==> config.mk <==
export PLATFORM = sky130hd
export DESIGN_NAME = insertion_sorter
export DESIGN_NICKNAME = d
export VERILOG_FILES = /design/src/sv/isort_pkg.sv /design/src/sv/isort_cell.sv /design/src/sv/insertion_sorter.sv
export SDC_FILE = /design/constraint.sdc
export NUM_CORES = 2
export LEC_CHECK = 0
export BUFFER_PORTS_ARGS = -buffer_cell sky130_fd_sc_hd__buf_2
export CORE_ASPECT_RATIO = 1.4
export CORE_MARGIN = 2
export CORE_UTILIZATION = 55
export CTS_BUF_LIST = sky130_fd_sc_hd__clkbuf_4 sky130_fd_sc_hd__clkbuf_8
export CTS_CLUSTER_DIAMETER = 80
export CTS_CLUSTER_SIZE = 25
export DETAILED_ROUTE_END_ITERATION = 7
export GPL_ROUTABILITY_DRIVEN = 0
export HOLD_SLACK_MARGIN = 0.08
export PLACE_DENSITY = 0.73
export SYNTH_ARGS = -nofsm -noshare
export SYNTH_HDL_FRONTEND = slang
export SYNTH_SLANG_ARGS = --single-unit
==> constraint.sdc <==
create_clock -name clk -period 5.89 [get_ports clk]
set_input_delay 1.178 -clock clk [delete_from_list [all_inputs] [get_ports clk]]
set_output_delay 1.178 -clock clk [all_outputs]
set_load 0.05 [all_outputs]
==> src/sv/isort_pkg.sv <==
// Shared types and constants for the insertion sorter.
// No dependencies; used by isort_cell and insertion_sorter.
package isort_pkg;

  localparam int DEPTH       = 64;
  localparam int VALUE_WIDTH = 16;

  typedef logic signed [VALUE_WIDTH-1:0] value_t;

  // Command broadcast to every cell in a cycle.
  typedef struct packed {
    logic insert;  // place the shared value into the ordered row
    logic shift;   // move every entry one cell toward the output
  } cell_ctrl_t;

endpackage

==> src/sv/isort_cell.sv <==
// One cell of the insertion chain: holds one ordered entry and its valid bit.
// Depends on isort_pkg for value_t and cell_ctrl_t.
module isort_cell
  import isort_pkg::*;
(
  input  logic       clk,
  input  logic       rst_n,
  input  cell_ctrl_t ctrl,
  input  value_t     new_value,
  input  value_t     left_value,
  input  logic       left_valid,
  input  logic       left_greater,
  input  value_t     right_value,
  input  logic       right_valid,
  output value_t     value,
  output logic       valid,
  output logic       greater
);

  value_t value_r, value_nxt;
  logic   valid_r, valid_nxt;
  logic   take;

  // Strictly greater, so a new value lands after any equal keys.
  assign greater = valid_r && (value_r > new_value);

  // The first empty cell also takes part in an insertion.
  assign take = greater || (!valid_r && left_valid);

  always_comb begin
    value_nxt = value_r;
    valid_nxt = valid_r;
    if (ctrl.shift) begin
      value_nxt = right_value;
      valid_nxt = right_valid;
    end else if (ctrl.insert && take) begin
      value_nxt = left_greater ? left_value : new_value;
      valid_nxt = 1'b1;
    end
  end

  always_ff @(posedge clk) begin
    value_r <= value_nxt;
    if (!rst_n) begin
      valid_r <= 1'b0;
    end else begin
      valid_r <= valid_nxt;
    end
  end

  assign value = value_r;
  assign valid = valid_r;

endmodule

==> src/sv/insertion_sorter.sv <==
// Top level of the insertion sorter: a row of isort_cell and the drain control.
// Depends on isort_pkg and isort_cell.
//
// Usage: values arrive on the in_ channel, one per beat, with in_last_flag
// marking the final value of a set. Each accepted value is placed into its
// ordered position by all cells comparing in parallel, so loading runs at
// one beat per cycle while in_stall is low. Equal values keep their arrival
// order. Once the row holds DEPTH values, further values of the set are
// dropped and out_overflow is set on every result of that set.
// After the beat carrying in_last_flag, in_stall goes high and the set drains
// from cell 0, one result per cycle while out_stall is low; the row shifts
// toward the output as each result enters the output register. Once the
// final beat has been accepted and the drain flag registered, the first
// result is loaded into the output register. The set drains through the
// single output port at cell 0. out_end_of_run marks the largest value, and
// in_stall falls as that beat appears in the output register. When the
// receiver stalls, the output register holds its beat and the row waits.
// Synchronous reset empties the row and clears the output valid bit.
module insertion_sorter
  import isort_pkg::*;
(
  input  logic   clk,
  input  logic   rst_n,
  input  logic   in_valid,
  output logic   in_stall,
  input  value_t in_value,
  input  logic   in_last_flag,
  output logic   out_valid,
  input  logic   out_stall,
  output value_t out_sorted_value,
  output logic   out_end_of_run,
  output logic   out_overflow
);

  value_t     cell_value   [DEPTH];
  logic       cell_valid   [DEPTH];
  logic       cell_greater [DEPTH];
  cell_ctrl_t ctrl;

  logic   in_acc, full, load;
  logic   draining_r, draining_nxt;
  logic   dropped_r, dropped_nxt;
  logic   run_ovf_r, run_ovf_nxt;
  logic   out_valid_r, out_valid_nxt;
  value_t out_value_r, out_value_nxt;
  logic   out_end_r, out_end_nxt;
  logic   out_ovf_r, out_ovf_nxt;

  assign in_stall = draining_r;
  assign in_acc   = in_valid && !draining_r;
  assign full     = cell_valid[DEPTH-1];
  assign load     = draining_r && (!out_valid_r || !out_stall);

  assign ctrl.insert = in_acc && !full;
  assign ctrl.shift  = load;

  for (genvar i = 0; i < DEPTH; i++) begin : g_cell
    value_t l_value, r_value;
    logic   l_valid, l_greater, r_valid;

    if (i == 0) begin : g_head
      assign l_value   = in_value;
      assign l_valid   = 1'b1;
      assign l_greater = 1'b0;
    end else begin : g_mid
      assign l_value   = cell_value[i-1];
      assign l_valid   = cell_valid[i-1];
      assign l_greater = cell_greater[i-1];
    end

    if (i == DEPTH - 1) begin : g_tail
      assign r_value = cell_value[i];
      assign r_valid = 1'b0;
    end else begin : g_body
      assign r_value = cell_value[i+1];
      assign r_valid = cell_valid[i+1];
    end

    isort_cell u_cell (
      .clk          (clk),
      .rst_n        (rst_n),
      .ctrl         (ctrl),
      .new_value    (in_value),
      .left_value   (l_value),
      .left_valid   (l_valid),
      .left_greater (l_greater),
      .right_value  (r_value),
      .right_valid  (r_valid),
      .value        (cell_value[i]),
      .valid        (cell_valid[i]),
      .greater      (cell_greater[i])
    );
  end

  always_comb begin
    draining_nxt  = draining_r;
    dropped_nxt   = dropped_r;
    run_ovf_nxt   = run_ovf_r;
    out_valid_nxt = out_valid_r;
    out_value_nxt = out_value_r;
    out_end_nxt   = out_end_r;
    out_ovf_nxt   = out_ovf_r;

    if (in_acc) begin
      if (in_last_flag) begin
        draining_nxt = 1'b1;
        run_ovf_nxt  = dropped_r || full;
        dropped_nxt  = 1'b0;
      end else if (full) begin
        dropped_nxt = 1'b1;
      end
    end

    if (load) begin
      out_valid_nxt = 1'b1;
      out_value_nxt = cell_value[0];
      out_end_nxt   = !cell_valid[1];
      out_ovf_nxt   = run_ovf_r;
      // Cell 1 empty means cell 0 holds the last entry of the set.
      if (!cell_valid[1]) begin
        draining_nxt = 1'b0;
      end
    end else if (!out_stall) begin
      out_valid_nxt = 1'b0;
    end
  end

  always_ff @(posedge clk) begin
    out_value_r <= out_value_nxt;
    out_end_r   <= out_end_nxt;
    out_ovf_r   <= out_ovf_nxt;
    run_ovf_r   <= run_ovf_nxt;
    if (!rst_n) begin
      draining_r  <= 1'b0;
      dropped_r   <= 1'b0;
      out_valid_r <= 1'b0;
    end else begin
      draining_r  <= draining_nxt;
      dropped_r   <= dropped_nxt;
      out_valid_r <= out_valid_nxt;
    end
  end

  assign out_valid        = out_valid_r;
  assign out_sorted_value = out_value_r;
  assign out_end_of_run   = out_end_r;
  assign out_overflow     = out_ovf_r;

endmodule

==> results.md <==
- Antenna violations before repair: 14
- Synth Register Bits: 1,110
- Worst VDD drop: 0.282 mV
- Worst path max stage delay: 0.65 ns
- Max reg flops: 1,024
- Synth Warn #: 0
- Fmax: 223 MHz
- Total Power: 22,900 uW
- RSZ-0062 raised after global routing: false
- Worst EP required: 6.66 ns
- I/O pins: 41
- Async S/R FF share, synth: 0
- Vias per Instance: 7.74
- Mean post-synth cell area: 9.85 sq um
- Hold Buf Count CTS: 0
- Port buffer count: 40
- CP max-delay cell: or4_1
- First-pass GRT wire length: 472,000 um
- Number of synthesized flops with an enable pin: 1,043
- Leak Pwr: 0.0334 uW
- Nets@finish: 9,137
- FF+latch area: 32,700 sq um
- Power Density: 262 nW/um^2
- Maximum fanout along the worst path: 31
- Filler cells: 12,800
- Initial Util: 0.553
- Crit path arrival time: 5.25 ns
- Clock Tree Buf Depth: 3
- Total Die Area: 155,000 sq um
- FP Rows: 169
- Pre-CTS setup slack: 0.683 ns
- Run status: finished clean
- Initial drt markers: 11,200
- Slew Limit Fails: 0
- H-Tree Depth: 2
- Setup crit start kind: input pin
- WL/cell: 31.8 um
- Vias in the first global route: 74,400
- Resized cells post-CTS: 0
- Number of CTS-inserted buffers: 56
- Area share of the largest cell type after synthesis: 0.375
- Critical path class: input pin to flip-flop
- Final setup TNS: 0 ns
- Largest net degree at the start of global routing: 233
- Synth area leaders: edfxtp_1 (37%), ha_1 (15%), a221o_1 (8.6%)
- # DRC: 0
- Share of cells above drive strength 1: 0.0896
- GRT Total Usage: 0.400
- Worst Clk Skew: 0.0641 ns
- GRT overflow: 0
- Register area share after synthesis: 0.391
- Leading area contributor after synthesis: edfxtp_1
- Pre-antenna DRT Iters: 7
- Reg clk slew, reported paths: 0.14 ns
- Crit. End Element: flip-flop
- Placed instance count: 10,000
- Post-synth cell types: 87
- Root Driver: clkbuf_8
- Commonest non-fill, non-tap cell in the layout: a21oi_1
- Sink Count: 1,110
- Post-Synthesis Cells: 8,479
- Syn_nets: 9,508
- Final Non-Filler Cells: 10,100
- Worst skew pair latency: 0.93 ns
- DP HPWL: 218,000 um
- Die Ht: 465 um
- CTS tree: done
- Routed Antenna Nets: 0
- Area growth syn-to-layout: 4.59%
- Least-Margin Pin Slew: 1.43 ns
- Total Wirelength: 322,000 um
- Top_reg_cell synth: edfxtp_1
- Setup ws final: 1.41 ns
- Post-Syn Area: 83,500 sq um
- Most frequent cells in the layout: a21oi_1 (1,210), edfxtp_1 (1,043), ha_1 (1,008)
- # setup viols final: 0
- Footprint of the multi-input gates: 47,600 sq um
- Final hold vios: 0
- Fin crit share: 0.760
- Period minus WS final: 4.48 ns
- Type of the worst min-delay path: flip-flop to flip-flop
- Slew HR: 0.0473
- # Post-CTS Setup Buffers: 0
- CP Cell Sequence: buf_2, inv_4, buf_12, ha_1, nor2b_1, o211ai_1, a2111oi_0, or4_1, and2_1, a221o_1
- Die Span X: 333 um
- Max Cap Viol: 0
- Via count: 78,400
- Core area: 151,000 sq um
[synthesized netlist by cell type, types with 48 or more instances]
master / n
a21oi_1: 1210
edfxtp_1: 1043
ha_1: 1008
nand2_1: 830
a221o_1: 720
clkbuf_1: 597
nand3_1: 360
nand4_1: 345
nor2_1: 207
o21ai_0: 193
a21o_1: 189
inv_1: 149
a22oi_1: 147
a31o_2: 139
buf_2: 102
a31oi_1: 84
o31ai_1: 69
dfxtp_1: 67
nor2b_1: 67
o21a_1: 63
nand2b_1: 58
and3_1: 54
o211ai_1: 52
or3_1: 48
[path summary, 6_finish.rpt]
| check | cells after the start | slack [ns] | start | to |
|---|---|---|---|---|
| max reg2reg | 7 | 2.24 | out_valid$_SDFFE_PN0P_ | g_cell[31].u_cell.value[6]$_DFFE_PP_ |
| min | 0 | 0.44 | run_ovf_r$_DFFE_PP_ | out_overflow$_DFFE_PP_ |
| min reg2reg | 0 | 0.44 | run_ovf_r$_DFFE_PP_ | out_overflow$_DFFE_PP_ |
| max | 10 | 1.41 | in_value[1] | g_cell[25].u_cell.value[14]$_DFFE_PP_ |
[routing by layer]
layer,up-vias,global-route usage,share of wire
met5,-,0,0.00057
met4,20,0.318,0.098
met3,1803,0.0941,0.13
met2,5987,0.619,0.44
met1,37200,0.479,0.34
li1,33400,-,-
[power breakdown]
part	internal, uW	switching, uW
combinational	2760	4640
clock	1280	2810
sequential	10100	1350
total	14100	8790
[layout make-up]
type	count	area share
diodes	6	0.000172
clock buffers	83	0.0114
clock inverters	23	0.00327
inverters	150	0.00696
multi-input cells	6464	0.544
flip-flops and latches	1110	0.374
well taps	1966	0.0282
repair buffers	326	0.0318
[cell families (layout without fill, tap and decap cells)]
| kind of cell | count (synthesis) | after routing | share of synthesized area |
|---|---|---|---|
| AO/OA/AOI/OAI | 3262 | 3262 | 0.282 |
| other | 0 | 6 | 0 |
| adder cells (fa/ha/maj) | 1008 | 1008 | 0.151 |
| flip-flops | 1110 | 1110 | 0.391 |
| AND/OR/NAND/NOR | 2177 | 2177 | 0.130 |
| multiplexers | 17 | 17 | 0.00241 |
| buffers and inverters | 905 | 582 | 0.0443 |
[worst max-delay path, delay by kind of cell]
kind | cells | cell delay [ns]
compound gates | 3 | 1.02
simple gates | 3 | 1.43
fa+ha+maj | 1 | 0.30
buf+inv | 3 | 1.27
[per-stage QoR]
step                hold WS, ns  instance area, sq um  utilization
CTS                       0.443                 87400        0.578
global route              0.448                 87400        0.578
global placement          0.406                 86100        0.569
detailed placement        0.410                 86100        0.569
finish                    0.440                 87400        0.578
floorplan                 0.400                 83500            -
Power figures use the tool's default switching activity.
